[src/hdl/gwm_pkg.sv]
// ----------------------------------------------------------------------------
// gwm_pkg
// Shared types and constants of the grid word and cross matcher.
// ----------------------------------------------------------------------------
`default_nettype none

package gwm_pkg;

    localparam int DEF_MAX_LINE   = 256;
    localparam int DEF_COUNT_BITS = 20;

    localparam int CHAR_W    = 8;
    localparam int LINE_W    = 9;
    localparam int TOTAL_W   = 20;
    localparam int APB_ADDR_W = 5;
    localparam int APB_DATA_W = 32;

    // Register indexes, taken from paddr[4:2].
    localparam logic [2:0] REG_LETTER_ONE   = 3'd0;
    localparam logic [2:0] REG_LETTER_TWO   = 3'd1;
    localparam logic [2:0] REG_LETTER_THREE = 3'd2;
    localparam logic [2:0] REG_LETTER_FOUR  = 3'd3;
    localparam logic [2:0] REG_LINE_LENGTH  = 3'd4;

    localparam logic [CHAR_W-1:0] LETTER_ONE_RST   = 8'd88;
    localparam logic [CHAR_W-1:0] LETTER_TWO_RST   = 8'd77;
    localparam logic [CHAR_W-1:0] LETTER_THREE_RST = 8'd65;
    localparam logic [CHAR_W-1:0] LETTER_FOUR_RST  = 8'd83;
    localparam logic [LINE_W-1:0] LINE_LENGTH_RST  = 9'd140;

    typedef struct packed {
        logic [CHAR_W-1:0] one;
        logic [CHAR_W-1:0] two;
        logic [CHAR_W-1:0] three;
        logic [CHAR_W-1:0] four;
    } letters_t;

    // Per-character control handed from the column tracker to the core.
    typedef struct packed {
        logic       last;
        logic [1:0] rows;
    } item_ctl_t;

endpackage

`default_nettype wire

[src/hdl/gwm_cfg.sv]
// ----------------------------------------------------------------------------
// gwm_cfg
// APB register file: the four word letters and the grid line length.
// ----------------------------------------------------------------------------
`default_nettype none

module gwm_cfg import gwm_pkg::*; (
    input  wire logic                  aclk,
    input  wire logic                  aresetn,
    input  wire logic                  psel,
    input  wire logic                  penable,
    input  wire logic                  pwrite,
    input  wire logic [APB_ADDR_W-1:0] paddr,
    input  wire logic [APB_DATA_W-1:0] pwdata,
    output logic      [APB_DATA_W-1:0] prdata,
    output logic                       pready,
    output letters_t                   letters,
    output logic      [LINE_W-1:0]     line_length
);

    letters_t          letters_reg;
    logic [LINE_W-1:0] line_length_reg;
    logic              wr_en;

    assign pready = 1'b1;
    assign wr_en  = psel && penable && pwrite;

    always_ff @(posedge aclk) begin
        if (!aresetn) begin
            letters_reg.one   <= LETTER_ONE_RST;
            letters_reg.two   <= LETTER_TWO_RST;
            letters_reg.three <= LETTER_THREE_RST;
            letters_reg.four  <= LETTER_FOUR_RST;
            line_length_reg   <= LINE_LENGTH_RST;
        end else if (wr_en) begin
            unique case (paddr[4:2])
                REG_LETTER_ONE:   letters_reg.one   <= pwdata[CHAR_W-1:0];
                REG_LETTER_TWO:   letters_reg.two   <= pwdata[CHAR_W-1:0];
                REG_LETTER_THREE: letters_reg.three <= pwdata[CHAR_W-1:0];
                REG_LETTER_FOUR:  letters_reg.four  <= pwdata[CHAR_W-1:0];
                REG_LINE_LENGTH:  line_length_reg   <= pwdata[LINE_W-1:0];
                default: ;
            endcase
        end
    end

    always_comb begin
        unique case (paddr[4:2])
            REG_LETTER_ONE:   prdata = APB_DATA_W'(letters_reg.one);
            REG_LETTER_TWO:   prdata = APB_DATA_W'(letters_reg.two);
            REG_LETTER_THREE: prdata = APB_DATA_W'(letters_reg.three);
            REG_LETTER_FOUR:  prdata = APB_DATA_W'(letters_reg.four);
            REG_LINE_LENGTH:  prdata = APB_DATA_W'(line_length_reg);
            default:          prdata = '0;
        endcase
    end

    assign letters     = letters_reg;
    assign line_length = line_length_reg;

endmodule

`default_nettype wire

[config.mk]
export PLATFORM = sky130hd
export DESIGN_NAME = gwm_cfg
export DESIGN_NICKNAME = d
export VERILOG_FILES = /design/src/hdl/gwm_pkg.sv /design/src/hdl/gwm_cfg.sv
export SDC_FILE = /design/constraint.sdc
export NUM_CORES = 1
export LEC_CHECK = 0
export CORE_MARGIN = 5
export CORE_UTILIZATION = 30
export DETAILED_ROUTE_END_ITERATION = 6
export DONT_BUFFER_PORTS = 1
export SLEW_MARGIN = 20
export SYNTH_ARGS = -nofsm -noshare
export SYNTH_HDL_FRONTEND = slang
export SYNTH_SLANG_ARGS = --single-unit
[constraint.sdc]
create_clock -name aclk -period 1.6 [get_ports aclk]
set_input_delay 0.16 -clock aclk [delete_from_list [all_inputs] [get_ports aclk]]
set_output_delay 0.16 -clock aclk [all_outputs]
set_load 0.02 [all_outputs]
== Yosys cells after proc, flatten, opt, wreduce, memory -nomap -nowiden ==
Cells that the tools add are included.

* Register bits after elaboration: 41
* Bits in latches: 0
* RAM bits: 0
* Bits in read-only memories: 0
* Input bits: 42
* Word-level logic and storage cells: 18
* Memories kept: 0

* Add/subtract/negate cells: 0
* Multiply operators: 0
* Divide/modulo/power cells: 0
* Magnitude comparators: 0
* Equal/unequal tests: 4
* Shift operators: 0
* Multiplexer cells: 1
* Bitwise operators: 0
* Reduce and logical (&&, ||, !) cells: 8

{| class="wikitable"
|+ Operators by type and width
! kind !! number
|-
| $pmux 9 s5 || 1
|-
| $reduce_and 2->1 || 5
|-
| $eq 3x2->1 const B || 2
|-
| $eq 3x1->1 const B || 1
|-
| $eq 3x3->1 const B || 1
|-
| $logic_not 3->1 || 1
|-
| $logic_and 1x1->1 || 2
|}

== Logic depth before layout (Yosys ltp) ==
Gate-level depths: netlist (run 1).

* Word-level depth: 3
* Depth in mapped cells: 5
* Depth with buffers taken out: 3

== Least setup slack after synthesis (run 1) ==
No wires, ideal clock.

* Path kind: input to output
* Start point: input port paddr[2]
* End point: output port prdata[2]
* Arrival time: 1.137 ns
* Slack: 0.303 ns
* Cell stages on the path: 5
* Buffers on the path: 2
* Cell sequence: buf_4 nor2b_1 clkbuf_1 a22oi_1 o22ai_1

* Longest elaborated chain between the ends: 2
* Elaborated cells between the ends (all ways): 6
* Those cells by class: 4 x eq/ne; 1 x mux; 1 x reduce/logical

{| class="wikitable"
|+ Ends and longest elaborated chain
! item !! RTL line !! text
|-
| start, declared || gwm_cfg.sv:13 || <nowiki>input wire logic [APB_ADDR_W-1:0] paddr,</nowiki>
|-
| $eq 3x3->1, or another cell as far along || gwm_cfg.sv:48 || <nowiki>unique case (paddr[4:2])</nowiki>
|-
| $pmux 9 s5 * || gwm_cfg.sv:48 ||
|-
| end, declared || gwm_cfg.sv:15 || <nowiki>output logic [APB_DATA_W-1:0] prdata,</nowiki>
|}

Every way passes the cells marked *; elsewhere a longest branch is shown, timed or not.

== Worst setup path in the final report (run 1) ==
* Start point: register letters_reg (netlist bit letters[14])
* End point: output port prdata[6]

* Longest elaborated chain between the ends: 1

{| class="wikitable"
|+ Ends and longest elaborated chain
! item !! RTL line !! text
|-
| start, declared || gwm_cfg.sv:21 || <nowiki>letters_t letters_reg;</nowiki>
|-
| $pmux 9 s5 || gwm_cfg.sv:48 ||
|}

Every way passes these cells.

==> results by group, run 1 <==
Run status
  • Status: finished clean

Global route
  • GRT Util Overall: 0.132
  • Grt ovf: 0
  • First-pass GRT wire length: between 8000 and 9000 µm
  • Largest net degree at the start of global routing: 51
  • Initial antenna violation count: 0
  • Number of global-route vias before repair: ~1600

Clocking
  • CTS clk-pin slew, worst paths: around 0.070 ns
  • Sink Count: between 40 and 50
  • Postcts setup bufs: 0
  • Clk Latency, worst-skew pair: 0.29 ns
  • CTS tree: done
  • Root buf cell: clkbuf_8
  • CTS H-tree lvls: 2
  • CTS buffer count: 5
  • CTS max path bufs: 2

Setup path
  • Worst stage delay on the critical path: about 0.40 ns
  • Worst-path fanout max: 3
  • Reg2Reg Capture Point: letters[29]
  • Worst reg2reg setup slack: approximately 0.79 ns
  • CP arrival: around 1.4 ns
  • Delay-heaviest family, CP: flip-flops
  • WP depth: 4
  • Critical-path top delay cell: dfxtp_1
  • Critical path class: reg -> out
  • Critical Path RT: roughly 1.4 ns
  • Crit path capture type: output pin
  • CP Cell Sequence: mux2_2 > a22oi_1 > o22ai_1 > buf_4
  • Buf/Inv on CP: 1
  • CP Launch Type: flop
  • Reg2Reg Depth: 2
  • Reg-to-reg critical path startpoint: letters[29]

Yosys
  • Area contributors post-synth: dfxtp_1, mux2i_1, buf_4
  • Mapped Area: between 2000 and 2500 µm²
  • Post-synth EDFFs: 0
  • Sequential area share after synthesis: 0.379
  • Synth Instances: between 200 and 250
  • Top_reg_cell synth: dfxtp_1
  • Most frequent cells after synthesis: dfxtp_1, nand2_1, mux2i_1, buf_4, nor2b_1
  • Post-synth top area cell: dfxtp_1
  • Seq cells post-synth: 41
  • Yosys warns: 0
  • Synth cell types: 30
  • Mean Syn Cell Area: 9.26 µm²
  • Yosys top cell area share: 0.379
  • Ys async rst share: 0
  • Most common cell in the netlist: dfxtp_1

Placed design
  • Dpl cells: ~340
  • PortBufs: 0
  • HPWL Detailed: between 4000 and 5000 µm
  • Placer Congestion: a little over 0.7

STA
  • # setup viols final: 0
  • Max frequency: approximately 650 MHz
  • Max Transition Viols Final: 0
  • Period utilization: 0.966
  • Hold Violations, Final: 0
  • Layout Skew: 0 ns
  • Final min period: 1.55 ns

Floorplanning
  • Starting Density: 0.303
  • Die Wd: 95.0 µm
  • # IOs: approximately 120
  • DIE AREA: 9020 µm²
  • DIE HEIGHT: 95.0 µm
  • Core Region: just over 7000 µm²
  • Rows: 31

Detailed routing
  • Via/cell ratio: 4.72
  • Post-route ant nets: 0
  • Initial DRC count: 74
  • Avg WL per Cell: 17.0 µm
  • Via Count: between 1500 and 2000
  • DRT Pass-1 Iters: 4
  • Detailed-route DRC error count: 0
  • DRT Wirelength: 5910 µm

Worst hold path
  • Worst Hold Launch: pwdata[6]
  • Min-delay worst type: in -> reg
  • Hold path endpoint: line_length[6]
  • Worst hold stages: 2

Final layout
  • Max FFs per register: 32
  • Reg area: roughly 840 µm²
  • Layout cells sized above 1: 0.226
  • Finished Layout Cells: 347
  • Area growth syn-to-layout: 11.5%
  • Diode count: 0
  • Count of filler cells inserted in the layout: 770
  • Final Util: 0.338
  • Final nets: approximately 290
  • Area of the multi-input gates: about 1200 µm²

Power
  • Clock group share of total power: 0.340
  • Pwr/cell area: slightly below 800 nW/µm²
  • Sw Pwr: 488 µW
  • Internal power: 1.41 mW
  • Logic pwr share: 0.111
  • P_leak: roughly 1 nW
  • Seq pwr share: 0.548
  • Peak VDD IR: between 0.0004 and 0.0005 V
  • Sw Share: 0.257
  • Overall power: approximately 1.9 mW

Flow run
  • Max cap viols: 0
-- what timing repair did --
action,4_1_cts,5_1_grt
hold buffers,2,1
gates cloned,0,0
endpoints found under the setup margin,3,6
gates resized for setup,4,15
endpoints found under the hold margin,7,1
-- stage by stage --
| stage | area (µm²) | worst slack [ns] | hold WS [ns] | TNS, ns |
|---|---|---|---|---|
| finish | 2410 | 0.0541 | 0.0154 | 0 |
| global route | 2410 | -0.00178 | 0.00910 | -0.00178 |
| CTS | 2370 | 0.00125 | 0.00420 | 0 |
| detailed placement | 2270 | 0.317 | 0.264 | 0 |
| global placement | 2270 | 0.316 | 0.260 | 0 |
| floorplan | 2250 | 0.303 | 0.302 | 0 |
-- how the worst max path moves through the flow --
| stage | end | from |
|---|---|---|
| after detailed placement | prdata[2] | letters[2] |
| after CTS | prdata[5] | letters[13] |
| final | prdata[6] | letters[14] |
| after global placement | prdata[5] | letters[5] |
| after floorplan | prdata[2] | paddr[2] |
| after global routing | prdata[0] | letters[16] |
-- cell type report --
cell class,count,area share
well taps,99,0.0513
repair buffers,24,0.0777
multi-input cells,168,0.478
flip-flops and latches,41,0.349
clock buffers,8,0.0332
inverters,7,0.0109
-- power groups by stage --
stage	clock network [mW]	registers, mW	logic, mW
6_report	0.647	1.04	0.211
5_1_grt	0.724	1.04	0.227
4_1_cts	0.680	1.04	0.208
3_5_place_dp	0	1.07	0.201
3_3_place_gp	0	1.07	0.199
2_1_floorplan	0	1.07	0.234
-- layout by cell type, fill, tap and decap left out --
master	count
nand2_1	36
mux2i_1	35
dfxtp_1	27
conb_1	24
buf_4	21
nor2b_1	17
a22oi_1	12
dfxtp_2	12
mux2_2	8
inv_1	7
o22ai_1	7
o211ai_1	6
clkbuf_8	5
o21ai_0	3
nand3_1	3
clkbuf_1	3
dlygate4sd3_1	3
and3_1	2
a22oi_2	2
dfxtp_4	2
and3b_1	1
a31oi_1	1
a21oi_1	1
nor2_1	1
o22ai_2	1
and4b_1	1
nand3_4	1
nand4b_4	1
nor3_4	1
nand3_2	1
nand4_1	1
nor3_1	1
nor3_2	1
-- metal layers --
| metal | global-route usage | share of wire | wire (µm) | vias up |
|---|---|---|---|---|
| met5 | 0 | 0 | 0 | - |
| met4 | 0.0397 | 0.011 | 65 | 0 |
| met3 | 0.0478 | 0.091 | 540 | 8 |
| met2 | 0.220 | 0.48 | 2810 | 72 |
| met1 | 0.158 | 0.42 | 2490 | 769 |
| li1 | - | - | - | 790 |
-- logic make-up (layout without fill, tap and decap cells) --
logic type,count (synthesis),in the layout,synth area share
flops,41,41,0.379
buf+inv,47,39,0.134
other cells,2,24,0.00347
mux,43,43,0.203
simple gates,68,68,0.176
compound gates,33,33,0.105
Note: power is estimated with default switching activity, not from simulation.
==> inputs of run 2 (changes only) <==
--- a/config.mk
+++ b/config.mk
@@ -6,9 +6,10 @@
 export NUM_CORES = 1
 export LEC_CHECK = 0
 export CORE_MARGIN = 5
-export CORE_UTILIZATION = 30
+export CORE_UTILIZATION = 58
 export DETAILED_ROUTE_END_ITERATION = 6
 export DONT_BUFFER_PORTS = 1
+export PLACE_DENSITY = 0.74
 export SLEW_MARGIN = 20
 export SYNTH_ARGS = -nofsm -noshare
 export SYNTH_HDL_FRONTEND = slang
==> run 2 against run 1 <==
Net effect: flip-flop and latch count stayed put; fmax is 0.18% higher; register-to-register slack hardly changed; routed wire length is 13% lower; die area is 44% lower; combinational power is 2% lower; core utilization is 30 points higher; highest routed layer unchanged.
==> results by group, run 2 (synthesis results as in run 1) <==
Worst hold path
  • Min-delay worst type: in -> reg
  • Worst Hold Launch: pwdata[8]

Setup path
  • Reg-to-reg critical path startpoint: letters[27]
  • Critical path class: reg -> out
  • Worst-path fanout max: 3 (unchanged)
  • Critical path origin: letters[4]
  • Critical Path RT: 1.44 ns (about the same)
  • CP Launch Type: flop
  • Crit path capture type: output pin
  • CP arrival: 1.38 ns (about the same)

Power
  • Peak VDD IR: 0.000542 V (+25%)
  • P_leak: 0.994 nW (-2.6%)
  • Pwr/cell area: 821 nW/µm² (+4.3%)
  • Clock group share of total power: 0.341 (about the same)
  • Internal power: 1.40 mW (-0.59%)
  • Logic pwr share: 0.109 (-0.002)
  • Sw Share: 0.261 (+0.00387)
  • Seq pwr share: 0.550 (+0.002)
  • Sw Pwr: 495 µW (+1.4%)

Detailed routing
  • Initial DRC count: 139 (+88%)
  • Avg WL per Cell: 17.9 µm (+4.9%)
  • Via/cell ratio: 5.69 (+20%)
  • Post-route ant nets: 0 (unchanged)
  • Via Count: 1644 (+0.31%)
  • DRT Pass-1 Iters: 4 (unchanged)
  • Detailed-route DRC error count: 0 (unchanged)
  • DRT Wirelength: 5160 µm (-13%)

Global route
  • GRT Util Overall: 0.202 (+0.0703)
  • Number of global-route vias before repair: 1560 (-0.89%)
  • Initial antenna violation count: 0 (unchanged)
  • Largest net degree at the start of global routing: 49 (-3.9%)
  • First-pass GRT wire length: 8060 µm (-8.2%)
  • Grt ovf: 0 (unchanged)

Final layout
  • Final Util: 0.637 (+0.298)
  • Most common cell after layout, fill and taps aside: nand2_1
  • Area growth syn-to-layout: 6.82%
  • Max FFs per register: 32 (unchanged)
  • Diode count: 0 (unchanged)
  • Layout cells sized above 1: 0.228 (+0.00241)
  • Final nets: 282 (-2.4%)
  • Commonest cells after routing, fill and taps aside: nand2_1, mux2i_1, dfxtp_1

Placed design
  • Placer Congestion: 0.816 (+12%)
  • Pre-CTS setup slack: 0.240 ns (-0.0761 ns)
  • HPWL Detailed: 3730 µm (-16%)
  • PortBufs: 0 (unchanged)

Floorplanning
  • DIE AREA: 5060 µm² (-44%)
  • DIE HEIGHT: 71.1 µm (-25%)
  • # IOs: 116 (unchanged)
  • Rows: 22 (-29%)
  • Starting Density: 0.596 (+0.293)
  • Core Region: 3630 µm² (-49%)
  • Die Wd: 71.1 µm (-25%)

Run status
  • Status: finished clean

Clocking
  • Clk Latency, worst-skew pair: 0.29 ns (about the same)
  • Postcts setup bufs: 0 (unchanged)
  • CTS clk-pin slew, worst paths: 0.08 ns (about the same)
  • CTS tree: done
  • CTS max path bufs: 2 (unchanged)
  • CTS H-tree lvls: 2 (unchanged)
  • CTS buffer count: 5 (unchanged)
  • Root buf cell: clkbuf_8
  • Sink Count: 41 (unchanged)

STA
  • Max frequency: 648 MHz (+0.18%)
  • Layout Skew: 0 ns (unchanged)
  • Hold Violations, Final: 0 (unchanged)
  • Final setup margin: 0.0569 ns (+0.00279 ns)
  • RSZ-0062 raised after global routing: no
  • Max Transition Viols Final: 0 (unchanged)
  • TNS Setup: 0 ns (unchanged)
  • Final min period: 1.54 ns (-0.00279 ns)
  • # setup viols final: 0 (unchanged)
  • Period utilization: 0.964 (-0.00174)

Flow run
  • Max cap viols: 0 (unchanged)
run 2: area by class of cell:
cell class / instances / area, µm²
inverter: 7 / 26.3
clock inverter: 2 / 10.0
clock buffer: 6 / 72.6
tap: 48 / 60.1
multi-input combinational: 168 / 1170
fill: 340 / 1320
sequential: 41 / 840
timing repair buffer: 17 / 133
run 2: worst max-delay path, cell delays in order (launching register included):
cell	delay, ns
dfxtp_2	0.37
mux2_2	0.28
a22oi_2	0.16
o22ai_1	0.11
buf_4	0.17
run 2: through the flow:
step,std cells,power (mW),cell area [µm²],hold WS [ns]
floorplan,256,1.30,2250,0.302
global placement,279,1.26,2160,0.255
detailed placement,279,1.26,2160,0.261
CTS,289,1.92,2290,0.00112
global route,289,1.97,2310,0.0121
finish,289,1.90,2310,0.0130
run 2: repair_timing:
| item | 4_1_cts | 5_1_grt |
|---|---|---|
| resized for setup | 14 | 6 |
| endpoints found under the hold margin | 9 | 0 |
| gates cloned | 0 | 0 |
| setup endpoints to repair | 6 | 4 |
| hold buffers | 2 | 0 |
run 2: worst paths after layout:
path                    endpoint  slack [ns]  depth (start not counted)
hold / removal    line_length[8]        0.01                          2
hold reg to reg      letters[10]        0.52                          2
setup reg to reg     letters[27]        0.79                          2
setup / recovery       prdata[4]        0.06                          4
run 2: power groups by stage:
| stage | registers (mW) | logic, mW | clock network [mW] |
|---|---|---|---|
| floorplan | 1.07 | 0.234 | 0 |
| global placement | 1.07 | 0.192 | 0 |
| detailed placement | 1.07 | 0.194 | 0 |
| CTS | 1.05 | 0.204 | 0.666 |
| global route | 1.05 | 0.222 | 0.707 |
| finish | 1.04 | 0.207 | 0.647 |
run 2: layer usage:
layer  wire, µm  track usage  up-vias  share of wire
met5          0            0        -              0
met4         62       0.0689        0          0.012
met3        569       0.0852        6           0.11
met2       2480        0.319       76           0.48
met1       2050        0.247      784           0.40
li1           -            -      778              -
==> inputs of run 3 (changes only) <==
--- a/config.mk
+++ b/config.mk
@@ -6,10 +6,11 @@
 export NUM_CORES = 1
 export LEC_CHECK = 0
 export CORE_MARGIN = 5
-export CORE_UTILIZATION = 58
+export CORE_UTILIZATION = 54
 export DETAILED_ROUTE_END_ITERATION = 6
 export DONT_BUFFER_PORTS = 1
-export PLACE_DENSITY = 0.74
+export HOLD_SLACK_MARGIN = 0.03
+export PLACE_DENSITY = 0.72
 export SLEW_MARGIN = 20
 export SYNTH_ARGS = -nofsm -noshare
 export SYNTH_HDL_FRONTEND = slang
==> constraint.sdc (replaced) <==
create_clock -name aclk -period 1.3 [get_ports aclk]
set_input_delay 0.13 -clock aclk [delete_from_list [all_inputs] [get_ports aclk]]
set_output_delay 0.13 -clock aclk [all_outputs]
set_load 0.02 [all_outputs]
==> run 3 against run 2 <==
Net effect: the run now ends with setup timing left; design area increased by 22%; register-to-register slack got worse by 0.33 ns; global-route usage increased by 3.0 points; total power increased by 43%; worst setup slack got worse by 0.20 ns; non-clock buffer count increased by 53; first-iteration DRC count increased by 8.6%; flip-flop and latch count unchanged; critical path type unchanged; critical endpoint is now prdata[1].
==> results by group, run 3 (synthesis results as in run 1) <==
Run status
  • Status: finished with violations
  • Violated checks: setup timing

Floorplanning
  • DIE HEIGHT: 73.3 µm (+3.1%)
  • DIE AREA: 5380 µm² (+6.4%)
  • Die Wd: 73.3 µm (+3.1%)
  • Starting Density: 0.549 (-0.0467)
  • Rows: 23 (+4.5%)
  • # IOs: 116 (unchanged)
  • Core Region: 3940 µm² (+8.5%)

Power
  • Sw Share: 0.255 (-0.00598)
  • Seq pwr share: 0.467 (-0.083)
  • Clock group share of total power: 0.405 (+0.064)
  • Internal power: 2.03 mW (+44%)
  • Sw Pwr: 692 µW (+40%)
  • Peak VDD IR: 0.000606 V (+12%)
  • P_leak: 1.29 nW (+30%)
  • Pwr/cell area: 961 nW/µm² (+17%)
  • Logic pwr share: 0.127 (+0.018)
  • Overall power: 2.72 mW (+43%)

Setup path
  • CP arrival: 1.32 ns (-0.06 ns)
  • Reg2Reg Depth: 4 (+2)
  • Crit path capture type: output pin
  • Critical path class: reg -> out
  • Critical Path RT: 1.17 ns (-0.27 ns)
  • CP Launch Type: flop
  • Worst-path fanout max: 2 (-1)

Detailed routing
  • Detailed-route DRC error count: 0 (unchanged)
  • Post-route ant nets: 0 (unchanged)
  • Initial DRC count: 151 (+8.6%)
  • DRT Pass-1 Iters: 5 (+1)
  • Avg WL per Cell: 17.6 µm (-1.4%)
  • DRT Wirelength: 6060 µm (+17%)
  • Via Count: 1851 (+13%)
  • Via/cell ratio: 5.38 (-5.4%)

Final layout
  • Final nets: 335 (+19%)
  • Layout cells sized above 1: 0.354 (+0.126)
  • Diode count: 0 (unchanged)
  • Most common cell after layout, fill and taps aside: buf_4
  • Finished Cell Area: 2830 µm² (+22%)
  • Max FFs per register: 32 (unchanged)
  • Area growth syn-to-layout: 30.7%
  • Commonest cells after routing, fill and taps aside: buf_4, nand2_1, mux2i_1

Clocking
  • CTS H-tree lvls: 2 (unchanged)
  • CTS clk-pin slew, worst paths: 0.09 ns (about the same)
  • Clk Latency, worst-skew pair: 0.30 ns (about the same)
  • CTS tree: done
  • Root buf cell: clkbuf_8
  • CTS buffer count: 5 (unchanged)
  • Sink Count: 41 (unchanged)
  • CTS max path bufs: 2 (unchanged)

STA
  • RSZ-0062 raised after global routing: yes
  • Hold Violations, Final: 0 (unchanged)
  • Layout Skew: 0 ns (unchanged)
  • # setup viols final: 8 (+8)
  • Final min period: about 1.4 ns
  • Final setup margin: -0.146 ns (-0.203 ns)
  • Max Transition Viols Final: 0 (unchanged)
  • Period utilization: 1.11
  • Worst Hold Slack: 0.0330 ns (+0.0201 ns)
  • Max frequency: roughly 690 MHz
  • TNS Setup: -0.854 ns (-0.854 ns)

Global route
  • First-pass GRT wire length: 9420 µm (+17%)
  • Largest net degree at the start of global routing: 36 (-27%)
  • GRT Util Overall: 0.232 (+0.0297)
  • Initial antenna violation count: 0 (unchanged)
  • Number of global-route vias before repair: 1864 (+19%)
  • Grt ovf: 0 (unchanged)

Placed design
  • HPWL Detailed: 4120 µm (+10%)
  • PortBufs: 0 (unchanged)
  • Placer Congestion: 0.795 (-2.6%)
  • Placed Instance Area: 2480 µm² (+15%)

Flow run
  • Max cap viols: 0 (unchanged)

Worst hold path
  • Worst hold stages: 2 (unchanged)
  • Min-delay worst type: in -> reg
run 3: worst max-delay path, cell delays in order (launching register included):
cell and delay (ns):
dfxtp_2 0.33, mux2_4 0.27, a22oi_2 0.16, o22ai_2 0.11, buf_6 0.14
run 3: area by class of cell:
class / instances / area [µm²]
timing repair buffer: 70 / 568
fill: 300 / 1110
multi-input combinational: 168 / 1220
clock buffer: 6 / 82.6
sequential: 41 / 831
inverter: 7 / 26.3
clock inverter: 2 / 37.5
tap: 50 / 62.6
run 3: power groups by stage:
stage          sequential, mW  combinational, mW  clock [mW]
2_1_floorplan            1.31              0.288           0
3_3_place_gp             1.30              0.271           0
3_5_place_dp             1.30              0.274           0
4_1_cts                  1.27              0.334        1.12
5_1_grt                  1.27              0.370        1.16
6_report                 1.27              0.346        1.10
run 3: worst paths after layout:
kind / slack, ns / startpoint / to
max: -0.15 / letters[9] / prdata[1]
min: 0.03 / paddr[3] / letters[31]
max reg2reg: 0.46 / letters[7] / letters[7]
min reg2reg: 0.58 / line_length[8] / line_length[8]
run 3: metrics by stage:
step,worst slack [ns],utilization,instances
final,-0.146,0.718,344
after global routing,-0.187,0.718,344
after CTS,-0.147,0.706,343
after detailed placement,0.125,0.629,323
after global placement,0.125,0.629,323
after floorplan,0.0632,-,256
run 3: per-layer routing:
metal,vias up,global-route usage,wire (µm),share of wire
li1,885,-,-,-
met1,876,0.285,2330,0.38
met2,76,0.357,2930,0.48
met3,14,0.0958,666,0.11
met4,0,0.0966,131,0.022
met5,-,0,0,0
run 3: what timing repair did:
action	CTS	global route
endpoints found under the hold margin	39	0
hold buffers	10	0
setup endpoints to repair	8	9
pin swaps	10	2
setup buffers	2	1
gates resized for setup	15	12
cloned	0	0
