**src/hdl/gwm_pkg.sv**
```systemverilog
// ----------------------------------------------------------------------------
// gwm_pkg
// Shared types and constants of the grid word and cross matcher.
// ----------------------------------------------------------------------------
`default_nettype none

package gwm_pkg;

    localparam int DEF_MAX_LINE   = 256;
    localparam int DEF_COUNT_BITS = 20;

    localparam int CHAR_W    = 8;
    localparam int LINE_W    = 9;
    localparam int TOTAL_W   = 20;
    localparam int APB_ADDR_W = 5;
    localparam int APB_DATA_W = 32;

    // Register indexes, taken from paddr[4:2].
    localparam logic [2:0] REG_LETTER_ONE   = 3'd0;
    localparam logic [2:0] REG_LETTER_TWO   = 3'd1;
    localparam logic [2:0] REG_LETTER_THREE = 3'd2;
    localparam logic [2:0] REG_LETTER_FOUR  = 3'd3;
    localparam logic [2:0] REG_LINE_LENGTH  = 3'd4;

    localparam logic [CHAR_W-1:0] LETTER_ONE_RST   = 8'd88;
    localparam logic [CHAR_W-1:0] LETTER_TWO_RST   = 8'd77;
    localparam logic [CHAR_W-1:0] LETTER_THREE_RST = 8'd65;
    localparam logic [CHAR_W-1:0] LETTER_FOUR_RST  = 8'd83;
    localparam logic [LINE_W-1:0] LINE_LENGTH_RST  = 9'd140;

    typedef struct packed {
        logic [CHAR_W-1:0] one;
        logic [CHAR_W-1:0] two;
        logic [CHAR_W-1:0] three;
        logic [CHAR_W-1:0] four;
    } letters_t;

    // Per-character control handed from the column tracker to the core.
    typedef struct packed {
        logic       last;
        logic [1:0] rows;
    } item_ctl_t;

endpackage

`default_nettype wire

```
**src/hdl/gwm_front.sv**
```systemverilog
// ----------------------------------------------------------------------------
// gwm_front
// Column and row tracker: gives each accepted character its column (also the
// line buffer address) and the number of complete rows above it, up to three.
// ----------------------------------------------------------------------------
`default_nettype none

module gwm_front import gwm_pkg::*; #(
    parameter int MAX_LINE = DEF_MAX_LINE,
    localparam int CW = $clog2(MAX_LINE),
    localparam int LW = $clog2(MAX_LINE + 1)
) (
    input  wire logic              aclk,
    input  wire logic              aresetn,
    input  wire logic              in_accept,
    input  wire logic              in_last,
    input  wire logic [LINE_W-1:0] line_length,
    output logic      [CW-1:0]     cur_col,
    output item_ctl_t              cur_ctl
);

    localparam int EW = (LW > LINE_W) ? LW : LINE_W;

    logic [CW-1:0] col_reg, col_next;
    logic [1:0]    rows_reg, rows_next;
    logic [EW-1:0] len_ext;
    logic [LW-1:0] len;
    logic [LW-1:0] col_start;
    logic [LW-1:0] col_inc;
    logic [1:0]    rows_start;

    always_comb begin
        len_ext = EW'(line_length);
        if (len_ext == '0) begin
            len_ext = EW'(1);
        end else if (len_ext > EW'(MAX_LINE)) begin
            len_ext = EW'(MAX_LINE);
        end
        len = len_ext[LW-1:0];
    end

    // A stored column at or past the line end (after the length shrank)
    // starts a new row before the character is placed.
    always_comb begin
        if (LW'(col_reg) >= len) begin
            col_start  = '0;
            rows_start = (rows_reg == 2'd3) ? rows_reg : rows_reg + 2'd1;
        end else begin
            col_start  = LW'(col_reg);
            rows_start = rows_reg;
        end
        col_inc = col_start + LW'(1);
        if (col_inc >= len) begin
            col_next  = '0;
            rows_next = (rows_start == 2'd3) ? rows_start : rows_start + 2'd1;
        end else begin
            col_next  = col_inc[CW-1:0];
            rows_next = rows_start;
        end
    end

    always_ff @(posedge aclk) begin
        if (!aresetn) begin
            col_reg  <= '0;
            rows_reg <= '0;
        end else if (in_accept) begin
            if (in_last) begin
                col_reg  <= '0;
                rows_reg <= '0;
            end else begin
                col_reg  <= col_next;
                rows_reg <= rows_next;
            end
        end
    end

    assign cur_col      = col_start[CW-1:0];
    assign cur_ctl.last = in_last;
    assign cur_ctl.rows = rows_start;

endmodule

`default_nettype wire

```
**config.mk**
```make
export PLATFORM = sky130hd
export DESIGN_NAME = gwm_front
export DESIGN_NICKNAME = d
export VERILOG_FILES = /design/src/hdl/gwm_pkg.sv /design/src/hdl/gwm_front.sv
export SDC_FILE = /design/constraint.sdc
export NUM_CORES = 1
export LEC_CHECK = 0
export BUFFER_PORTS_ARGS = -buffer_cell sky130_fd_sc_hd__buf_2
export CAP_MARGIN = 15
export CORE_ASPECT_RATIO = 1.25
export CORE_MARGIN = 2
export CORE_UTILIZATION = 50
export CTS_CLUSTER_SIZE = 10
export DETAILED_ROUTE_END_ITERATION = 16
export PLACE_DENSITY = 0.74
export SETUP_SLACK_MARGIN = 0.5
export SKIP_CTS_REPAIR_TIMING = 1
export SYNTH_ARGS = -nofsm -noshare
export SYNTH_HDL_FRONTEND = slang
export SYNTH_SLANG_ARGS = --single-unit
```
**constraint.sdc**
```tcl
create_clock -name aclk -period 7.45 [get_ports aclk]
set_input_delay 0.745 -clock aclk [delete_from_list [all_inputs] [get_ports aclk]]
set_output_delay 0.745 -clock aclk [all_outputs]
set_load 0.02 [all_outputs]
```
Word level (Yosys, flattened, before mapping). Cells that the tools add are included.

Flip-flop bits (word level): 10. Bits in latches: 0. RAM bits: 0. Bits in read-only memories: 0. Input bits: 13. Output and inout port bits: 11. Logic and storage cells: 21. Memories: 0.

Add/sub/neg operators: 3. Multipliers: 0. Divide/modulo/power cells: 0. Order comparisons: 3. Equality and inequality tests: 2. Shift operators: 0. Multiplexer cells: 10. Bitwise operators: 0. Reductions and logical operators: 1.

Operators with widths (number): $mux 8 (3); $mux 9 (2); $mux 2 (5); $add 9x1->9 const B (1); $ge 8x9->1 (1); $ge 9x9->1 (1); $gt 9x9->1 const B (1); $logic_not 9->1 (1); $add 2x1->2 const B (2); $eq 2x2->1 const B (2).

Longest topological paths before layout. Gate-level depths: netlist of run 1.

Word-level depth: 9. Gate-level depth with buffers: 20. Gate-level depth less buffers: 19.

Least setup slack after synthesis of run 1. Ideal clock, no wire load.

Path type: input -> register. Start point: in line_length[4]. End point: reg col_reg[6]. Library setup time: 121 ps. Data arrival time: 4434 ps. Data required time: 7329 ps. Path slack: 2896 ps. Stages on the path: 20. Path buffers: 1. Path through: nor4_1 a21oi_1 nor2_1 ha_1 nor2b_1 o21ai_0 a21oi_1 clkbuf_1 and2_1 ha_1 and3_1 nand3_1 xnor2_1 nor2_1 ha_1 nand3_1 o31ai_2 a21oi_4 a41oi_1 a21boi_1.

Longest elaborated chain between the ends: 9. Elaborated cells on any way between the ends: 10. Those cells by class: 1 x add/sub; 3 x order compare; 5 x mux; 1 x reduce/logical.

Ends and longest elaborated chain: start: declaration (line gwm_front.sv:17) `input wire logic [LINE_W-1:0] line_length,`; $gt 9x9->1 (line gwm_front.sv:36) `end else if (len_ext > EW'(MAX_LINE)) begin`; $mux 9 (line gwm_front.sv:36); $mux 9 (*) (line gwm_front.sv:34) `if (len_ext == '0) begin`; $ge 8x9->1 (*) (line gwm_front.sv:45) `if (LW'(col_reg) >= len) begin`; $mux 8 (*) (line gwm_front.sv:45); via cur_col[1] (line gwm_front.sv:18) `output logic [CW-1:0] cur_col,`; $add 9x1->9 (*) (line gwm_front.sv:52) `col_inc = col_start + LW'(1);`; $ge 9x9->1 (line gwm_front.sv:53) `if (col_inc >= len) begin`; $mux 8 (*) (line gwm_front.sv:53); $mux 8 (*) (line gwm_front.sv:67) `if (in_last) begin`; end signal: assignment (line gwm_front.sv:71) `col_reg <= col_next;`; end: declaration (line gwm_front.sv:24) `logic [CW-1:0] col_reg, col_next;`.

The timed path passes the listed nets; every way through them passes the cells marked *. A chain may end at the register's enable or synchronous reset.

Worst setup path after layout of run 1.
Start point: in line_length[4]. End point: reg col_reg[6].

Longest elaborated chain between the ends: 9. Elaborated cells on any way between the ends: 10. Those cells by class: 1 x add/sub; 3 x order compare; 5 x mux; 1 x reduce/logical.

Ends and longest elaborated chain (line): $gt 9x9->1 (gwm_front.sv:36); $mux 9 (gwm_front.sv:36); $mux 9 (*) (gwm_front.sv:34); $ge 8x9->1 (gwm_front.sv:45); $mux 8 (gwm_front.sv:45); $add 9x1->9 (gwm_front.sv:52); $ge 9x9->1 (gwm_front.sv:53); $mux 8 (*) (gwm_front.sv:53); $mux 8 (*) (gwm_front.sv:67).

Every way passes the cells marked *; elsewhere a longest branch is shown, timed or not.

==> summary.txt, run 1 <==
Status
  – Status: finished, final reports clean

Cells and area
  – Fillers: 223
  – Final instance area: 1300 µm²
  – Area Growth Syn to Fin: 12.3%
  – Antenna Diode Count: 0
  – Layout cells sized above 1: 0.187
  – Final Net Count: 199
  – Max reg flops: 8

STA
  – Final setup violation count: 0
  – Final Skew: 3.07 ps
  – Hold Slack: 532 ps
  – Slew @ Worst Pin: 752 ps
  – Post-route clock period utilization: 0.679
  – Period minus WS final: 5060 ps
  – Final Max Slew Viols: 0
  – Slew HR: 0.499
  – Final Hold Vio Count: 0
  – RSZ-0062 raised after global routing: false
  – Fmax achieved: 0.198 GHz
  – Setup_tns: 0 ps

Floorplan
  – IO Pins: 24
  – Core area: 2210 µm²
  – Rows: 19
  – Starting Density: 0.525
  – Die area: 2720 µm²
  – Die H: 57.9 µm
  – Die X: 47.1 µm

Route
  – Wire length per cell: 13.0 µm
  – Via count: 1144
  – DRT Wirelength: 2550 µm
  – Vias/cell: 5.81
  – Antenna viol nets, final: 0
  – DR DRC count: 0
  – DRT Pass-1 Iters: 4
  – First DRT Iteration DRCs: 18

Global routing
  – Initial antenna violation count: 0
  – First-pass GRT wire length: 4260 µm
  – Total grt overflow: 0
  – GRT Util Overall: 0.211
  – Vias in the first global route: 1047
  – Largest net degree at the start of global routing: 21

Clock tree
  – CTS H-tree lvls: 1
  – Worst-Skew Late Latency: 270 ps
  – CTS tree: yes
  – CTS Buf Count: 3
  – CTS max path bufs: 2
  – Root Driver: clkbuf_4
  – Worst-path clk slew: 60 ps
  – Number of clock sinks: 10

Synth
  – Post-Syn Area: 1160 µm²
  – Synth Area in XOR/XNOR: 0.0453
  – Top_reg_cell synth: dfxtp_1
  – Multiplexer share of the synthesized area: 0.00971
  – Area fraction of the dominant cell type after synthesis: 0.194
  – Number of synthesized flops with an enable pin: 0
  – Synth Area in Compound Gates: 0.231
  – Post-Syn Instances: 148
  – Yosys cell types: 41
  – Synthesized Nets: 179
  – Synth Warn #: 0
  – Largest family of logic cells by synthesized area: simple AND/OR/NAND/NOR gates
  – Synthesized flop and latch total: 10
  – Area contributors post-synth: ha_1 19%, dfxtp_1 17%, nor2_1 5.2%
  – Simple-gate share of the synthesized area: 0.305
  – Synth cell count leaders: 18 x ha_1, 16 x nor2_1, 14 x nand2_1
  – Share of synthesized flip-flops with an asynchronous set or reset: 0
  – Post-synthesis sequential area ratio: 0.173
  – Syn Area/Cell: 7.84 µm²
  – Adder-Cell Fraction of Synth Area: 0.194
  – Cell taking the most area after synthesis: ha_1
  – Count leader, synth: ha_1

Setup path
  – Critical Path End Type: flip-flop
  – Crit path launch type: input pin
  – Critical path arrival: 5220 ps
  – Crit path max fanout: 11
  – Reg2reg setup slack: 3030 ps
  – Critical-path top delay cell: a21oi_1
  – Max stage delay on crit path: 610 ps
  – Crit-path cells: buf_2 -> nor4_1 -> a21oi_1 -> nor2_1 -> ha_1 -> nor2b_1 -> o21ai_0 -> a21oi_1 -> and2_1 -> ha_1 -> and3_1 -> nand3_1 -> xnor2_1 -> nor2_1 -> ha_1 -> nand3_1 -> o31ai_2 -> a21oi_4 -> a41oi_1 -> a21boi_1
  – WP data required: 7610 ps
  – Most used cell, CP: ha_1
  – Crit Path Category: in2reg

Placement
  – Final GP Congestion: 0.808
  – DP Area: 1280 µm²
  – Port bufs: 23
  – HPWL Detailed: 2090 µm

Power
  – PD cells: 95.7 nW/µm²
  – Pleak: 0.627 nW
  – Peak supply drop: 0.0989 mV

Min path
  – Min-delay worst type: reg2reg

Flow run
  – Max-cap violations: 0
## worst max-delay path, delay by kind of cell
family          cells  cell delay, ps
compound gates      7            1940
fa+ha+maj           3             830
buf+inv             1             110
simple gates        8            1400
xor+xnor            1             190
## logic make-up after synthesis
family / after synthesis
AOI/OAI and AO/OA: 33
xor gates and xnor gates: 6
adders and majority gates: 18
buffers and inverters: 12
DFF: 10
muxes: 1
and+or+nand+nor: 68
## report_power, final
part           internal, mW  switching (mW)
registers            0.0541        0.000923
logic                0.0130          0.0195
clock network        0.0187          0.0184
## metrics by stage
stage	util	setup WS [ps]	instances	total power, mW
detailed placement	0.579	2080	194	0.0888
floorplan	-	2900	148	0.0796
global route	0.589	1950	197	0.131
CTS	0.589	2350	197	0.126
finish	0.589	2390	197	0.125
global placement	0.579	2200	194	0.0878
## layout by cell type (no fill, tap or decap), types with 2 or more instances in the layout
cell type  instances
o21ai_0            4
and3_1             2
nor2_1            16
a211o_1            2
ha_1              18
nand3_1            8
nor3b_1            2
xnor2_1            3
dfxtp_1           10
a21boi_1           3
a21boi_0           4
nand2b_1           7
a21o_1             3
nand4_1            4
nand2_1           14
inv_1              3
xor2_1             3
a21oi_1            6
buf_2             23
nand3b_1           4
and2_1             6
clkbuf_4           3
## routing by layer
layer | vias to the layer above | global-route usage | share of wire
met2 | 29 | 0.389 | 0.51
met1 | 536 | 0.239 | 0.43
met4 | 0 | 0.0833 | 0.019
met5 | - | 0 | 0
met3 | 5 | 0.0125 | 0.038
li1 | 574 | - | -
## final timing paths
path / start / endpoint / depth (start not counted)
hold / removal: col_reg[0] / col_reg[0] / 2
setup reg to reg: col_reg[6] / col_reg[6] / 16
setup / recovery: line_length[4] / col_reg[6] / 20
hold reg to reg: col_reg[0] / col_reg[0] / 2
## area by class of cell
cell class / instances / area (µm²) / area share
multi-input combinational: 126 / 911 / 0.699
sequential: 10 / 200 / 0.154
timing repair buffer: 23 / 115 / 0.0884
tap: 31 / 38.8 / 0.0298
clock buffer: 3 / 22.5 / 0.0173
inverter: 4 / 15.0 / 0.0115
(Power assumes the default switching activity.)
==> run 2, diff against run 1 <==
- ABC_AREA: not set -> 1
- CORE_UTILIZATION: 50 -> 49
- PLACE_DENSITY: 0.74 -> 0.75
- clock period: 7.45 -> 4.5 ns (I/O delays scaled with it)
==> run 2 against run 1 <==
  * Utilization rose by 9.6 points
  * Setup slack worse by 1800 ps
  * Sequential power up 65%
  * Critical path depth rose by 7
  * Critical endpoint is now col_reg[4]
  * Final cell count grew 27%
  * Global-route usage increased by 1.7 points
==> summary.txt, run 2 <==
Power
  – Switching pwr: 0.0787 mW
  – Pleak: 0.771 nW
  – Clock share of power: 0.342
  – Internal Power: 0.168 mW
  – Switching share of total power: 0.318
  – Register share of total power: 0.367
  – Peak supply drop: 0.228 mV
  – PD cells: 152 nW/µm²
  – Logic pwr share: 0.292

STA
  – Final setup violation count: 0
  – Slew @ Worst Pin: 423 ps
  – Post-route clock period utilization: 0.861
  – Slew HR: 0.718
  – Final Max Slew Viols: 0
  – Worst setup margin: 627 ps
  – RSZ-0062 raised after global routing: true
  – Setup_tns: 0 ps
  – Fmax achieved: 0.258 GHz
  – Period minus WS final: 3870 ps
  – Final Skew: 3.60 ps
  – Final Hold Vio Count: 0

Clock tree
  – CTS max path bufs: 2
  – CTS H-tree lvls: 1
  – Worst-Skew Late Latency: 280 ps
  – CTS tree: yes
  – Number of clock sinks: 10
  – Worst-path clk slew: 70 ps
  – CTS Buf Count: 3
  – Root Driver: clkbuf_4

Setup path
  – Crit path max fanout: 5
  – Crit path launch type: input pin
  – Reg2reg path depth: 20
  – Critical path arrival: 4080 ps
  – WP data required: 4710 ps
  – Critical Path End Type: flip-flop
  – Crit Path Category: in2reg

Route
  – First DRT Iteration DRCs: 35
  – DRT Wirelength: 3460 µm
  – Antenna viol nets, final: 0
  – DR DRC count: 0
  – Wire length per cell: 13.8 µm
  – DRT Pass-1 Iters: 4
  – Via count: 1341
  – Vias/cell: 5.34

Flow run
  – Max-cap violations: 0

Global routing
  – Largest net degree at the start of global routing: 13
  – Vias in the first global route: 1234
  – Total grt overflow: 0
  – First-pass GRT wire length: 5120 µm
  – Initial antenna violation count: 0
  – GRT Util Overall: 0.228

Floorplan
  – Rows: 20
  – IO Pins: 24
  – Starting Density: 0.508
  – Die X: 48.4 µm
  – Die H: 59.5 µm
  – Die area: 2880 µm²
  – Core area: 2380 µm²

Synth
  – Share of synthesized flip-flops with an asynchronous set or reset: 0
  – Number of synthesized flops with an enable pin: 0
  – Synth Warn #: 0
  – Area contributors post-synth: ha_1 19%, dfxtp_1 17%, nand2_1 16%
  – Top_reg_cell synth: dfxtp_1
  – Syn Area/Cell: 6.40 µm²
  – Post-Syn Instances: 189
  – Count leader, synth: nand2_1
  – Synthesized flop and latch total: 10
  – Synthesized Nets: 220
  – Yosys cell types: 32
  – Synth cell count leaders: 53 x nand2_1, 24 x inv_1, 18 x ha_1
  – Post-synthesis sequential area ratio: 0.166
  – Cell taking the most area after synthesis: ha_1
  – Area fraction of the dominant cell type after synthesis: 0.186
  – Post-Syn Area: 1210 µm²

Cells and area
  – Post-layout util: 0.685
  – Fillers: 202
  – Area Growth Syn to Fin: 34.7%
  – Commonest non-fill, non-tap cells in the layout: 47 x nand2_1, 22 x inv_1, 21 x buf_2
  – Area of the multi-input gates: 1050 µm²
  – Commonest non-fill, non-tap cell in the layout: nand2_1
  – Max reg flops: 8
  – Layout cells sized above 1: 0.385
  – FF/Latch Area: 200 µm²
  – Antenna Diode Count: 0
  – Final Net Count: 250
  – Fin cells: 251

Min path
  – Min-delay worst type: reg2reg
  – Hold depth: 2

Placement
  – Placed cell count: 243
  – Port bufs: 23
  – HPWL Detailed: 2490 µm
  – Final GP Congestion: 0.880
  – Post-Place Worst Slack: 13.5 ps

Status
  – Status: finished, final reports clean
-- run 2: layer usage --
layer  vias up  global-route usage  wire, µm
li1        669                   -         -
met1       611               0.263      1400
met2        50               0.431      1790
met3        11              0.0126       166
met4         0               0.118        99
met5         -                   0         0
-- run 2: critical path, stage by stage --
cell and delay [ps]:
buf_6 90, nor4_2 250, nand2_1 90, nor3_2 180
nor2_1 90, inv_2 100, nand2_4 80, ha_4 250
nand2_2 60, nand2_2 50, a21boi_2 180, nand3_1 120
nand2_2 130, inv_4 60, nor2_4 140, ha_4 210
nand4_1 140, and2_4 190, ha_4 230, a21oi_2 130
o21ai_2 60, nand2_1 60, nand4_1 160, nor3_4 210
buf_6 150, nand3_1 80, a21oi_1 130
-- run 2: kinds of logic (layout without fill, tap and decap cells) --
logic type      after synthesis  after routing  share of synthesized area
compound gates               25             25                      0.124
xor+xnor                      1              1                    0.00725
fa+ha+maj                    18             18                      0.186
buf+inv                      34             63                      0.116
flops                        10             10                      0.166
simple gates                101            101                      0.401
-- run 2: power by group through the flow --
| stage | Combinational [mW] | Clock [mW] | Sequential [mW] |
|---|---|---|---|
| 4_1_cts | 0.0574 | 0.0841 | 0.0905 |
| 5_1_grt | 0.0790 | 0.0851 | 0.0906 |
| 3_3_place_gp | 0.0547 | 0 | 0.0925 |
| 6_report | 0.0720 | 0.0844 | 0.0906 |
| 3_5_place_dp | 0.0572 | 0 | 0.0925 |
| 2_1_floorplan | 0.0398 | 0 | 0.0923 |
-- run 2: area by class of cell --
| cell class | count | area share |
|---|---|---|
| Inverter | 30 | 0.0707 |
| Multi-Input combinational cell | 145 | 0.646 |
| Clock buffer | 4 | 0.0223 |
| Sequential cell | 10 | 0.123 |
| Tap cell | 33 | 0.0254 |
| Timing Repair Buffer | 29 | 0.113 |
-- run 2: stage by stage --
| stage | cell area (µm²) | hold slack [ps] | power [mW] |
|---|---|---|---|
| after floorplan | 1240 | 445 | 0.132 |
| after global placement | 1380 | 458 | 0.147 |
| after detailed placement | 1380 | 473 | 0.150 |
| after CTS | 1420 | 485 | 0.232 |
| after global routing | 1630 | 510 | 0.255 |
| final | 1630 | 487 | 0.247 |
-- run 2: worst paths after layout --
path                     end  slack, ps           start
setup / recovery  col_reg[4]        630  line_length[7]
hold / removal    col_reg[0]        490      col_reg[0]
setup reg to reg  col_reg[4]       1140      col_reg[3]
hold reg to reg   col_reg[0]        490      col_reg[0]
==> run 3, diff against run 2 <==
- clock period: 4.5 -> 3.3 ns (I/O delays scaled with it)
==> run 3 against run 2 <==
  * The flow now finishes with violations (setup timing)
  * Power is 39% higher
  * Sequential power increased by 37%
  * Non-clock buffer count up 45
  * Clock skew shrank 1.0 ps
  * Clock power is 0.7% higher
  * Sequential share of layout area is 2.7 points lower
  * Utilization rose by 19 points
  * Setup slack got worse by 1300 ps
  * Register-to-register slack lost 1200 ps
  * Via count rose by 22%
  * Largest cell class unchanged
  * Highest routed layer unchanged
==> summary.txt, run 3 (same netlist as run 2, synthesis figures left out) <==
Setup path
  – Crit Path Category: in2reg
  – Reg2reg path depth: 20
  – Critical path arrival: 4170 ps
  – Crit path max fanout: 8
  – Max stage delay on crit path: 250 ps
  – Crit path launch type: input pin
  – WP data required: 3490 ps
  – Critical-path top delay cell: nor4_4
  – Critical Path End Type: flip-flop
  – Reg2reg setup slack: -70 ps

Clock tree
  – CTS tree: yes
  – Number of clock sinks: 10
  – Root Driver: clkbuf_4
  – Worst-path clk slew: 60 ps
  – CTS Buf Count: 3
  – CTS H-tree lvls: 1
  – Worst-Skew Late Latency: 270 ps
  – CTS max path bufs: 2

Power
  – Internal Power: 0.228 mW
  – Peak supply drop: 0.199 mV
  – Switching pwr: 0.117 mW
  – Switching share of total power: 0.339
  – Register share of total power: 0.360
  – Logic pwr share: 0.394
  – PD cells: 166 nW/µm²
  – Clock share of power: 0.247
  – Pleak: 1.01 nW

Global routing
  – Initial antenna violation count: 0
  – Largest net degree at the start of global routing: 13
  – Total grt overflow: 0
  – First-pass GRT wire length: 6040 µm
  – GRT Util Overall: 0.269
  – Vias in the first global route: 1484

STA
  – Period minus WS final: 3980 ps
  – Slew HR: 0.723
  – Slew @ Worst Pin: 416 ps
  – Hold Slack: 425 ps
  – Setup_tns: -6090 ps
  – Final Hold Vio Count: 0
  – RSZ-0062 raised after global routing: true
  – Post-route clock period utilization: 1.21
  – Final Skew: 2.58 ps
  – Fmax achieved: 0.251 GHz
  – Final Max Slew Viols: 0
  – Worst setup margin: -682 ps
  – Final setup violation count: 10

Floorplan
  – Die H: 59.5 µm
  – Rows: 20
  – Core area: 2380 µm²
  – Die area: 2880 µm²
  – Starting Density: 0.508
  – Die X: 48.4 µm
  – IO Pins: 24

Placement
  – Final GP Congestion: 0.898
  – Post-Place Worst Slack: -879 ps
  – Placed cell count: 287
  – Port bufs: 23
  – HPWL Detailed: 3050 µm

Cells and area
  – Commonest non-fill, non-tap cell in the layout: buf_4
  – Max reg flops: 8
  – Layout cells sized above 1: 0.531
  – Fin cells: 295
  – Final Net Count: 295
  – Antenna Diode Count: 0
  – FF/Latch Area: 200 µm²
  – Commonest non-fill, non-tap cells in the layout: 54 x buf_4, 45 x nand2_1, 20 x inv_1
  – Fillers: 118
  – Area Growth Syn to Fin: 71.9%
  – Area of the multi-input gates: 1120 µm²

Route
  – Metal2 WL: 2620 µm
  – Metal-1 WL: 1660 µm
  – Max Used Layer: met4
  – Routed wl met3: 243 µm
  – Wire length per cell: 16.1 µm
  – Vias/cell: 5.54
  – First DRT Iteration DRCs: 90
  – DRT Wirelength: 4740 µm
  – DR DRC count: 0
  – Via count: 1633
  – DRT Pass-1 Iters: 4
  – Antenna viol nets, final: 0

Status
  – Failing checks: setup timing
  – Status: finished with violations

Min path
  – Min-delay worst type: in2reg
  – Hold depth: 4

Flow run
  – Max-cap violations: 0
run 3: cell types whose count changed in the layout (fill, tap and decap cells not counted), moves of 2 or more:
cell	previous run	this run
buf_2	21	11
buf_4	4	54
buf_6	3	7
inv_1	22	20
inv_2	6	8
nand2_1	47	45
nor2_1	9	6
nor2_4	3	5
run 3: power groups by stage:
| stage | Sequential (mW) | Clock, mW | Combinational (mW) |
|---|---|---|---|
| 3_3_place_gp | 0.126 | 0 | 0.102 |
| 6_report | 0.124 | 0.0850 | 0.136 |
| 5_1_grt | 0.124 | 0.0873 | 0.143 |
| 4_1_cts | 0.123 | 0.0847 | 0.107 |
| 3_5_place_dp | 0.126 | 0 | 0.107 |
| 2_1_floorplan | 0.126 | 0 | 0.0555 |
run 3: layout make-up:
type	instances	share of cell area
repair buffers	74	0.276
well taps	33	0.0199
inverters	30	0.0554
multi-input cells	145	0.541
clock buffers	3	0.0108
flip-flops and latches	10	0.0963
run 3: final timing paths:
| path | endpoint | startpoint |
|---|---|---|
| hold / removal | rows_reg[1] | in_last |
| setup reg to reg | col_reg[5] | col_reg[6] |
| hold reg to reg | rows_reg[1] | rows_reg[1] |
| setup / recovery | col_reg[5] | line_length[7] |
run 3: worst max-delay path: cells and delay by family:
family | cells | cell delay, ps
AO/OA/AOI/OAI | 3 | 570
AND/OR/NAND/NOR | 17 | 2180
adder cells (fa/ha/maj) | 2 | 450
buffers and inverters | 5 | 620
run 3: layer usage:
metal / global-route usage / up-vias
met3: 0.0202 / 26
met2: 0.544 / 82
met5: 0 / -
li1: - / 766
met1: 0.284 / 759
met4: 0.131 / 0
run 3: per-stage QoR:
| step | util | total power [mW] | area (µm²) |
|---|---|---|---|
| floorplan | - | 0.181 | 1260 |
| CTS | 0.744 | 0.315 | 1770 |
| global placement | 0.734 | 0.228 | 1750 |
| finish | 0.874 | 0.344 | 2080 |
| detailed placement | 0.734 | 0.233 | 1750 |
| global route | 0.874 | 0.355 | 2080 |
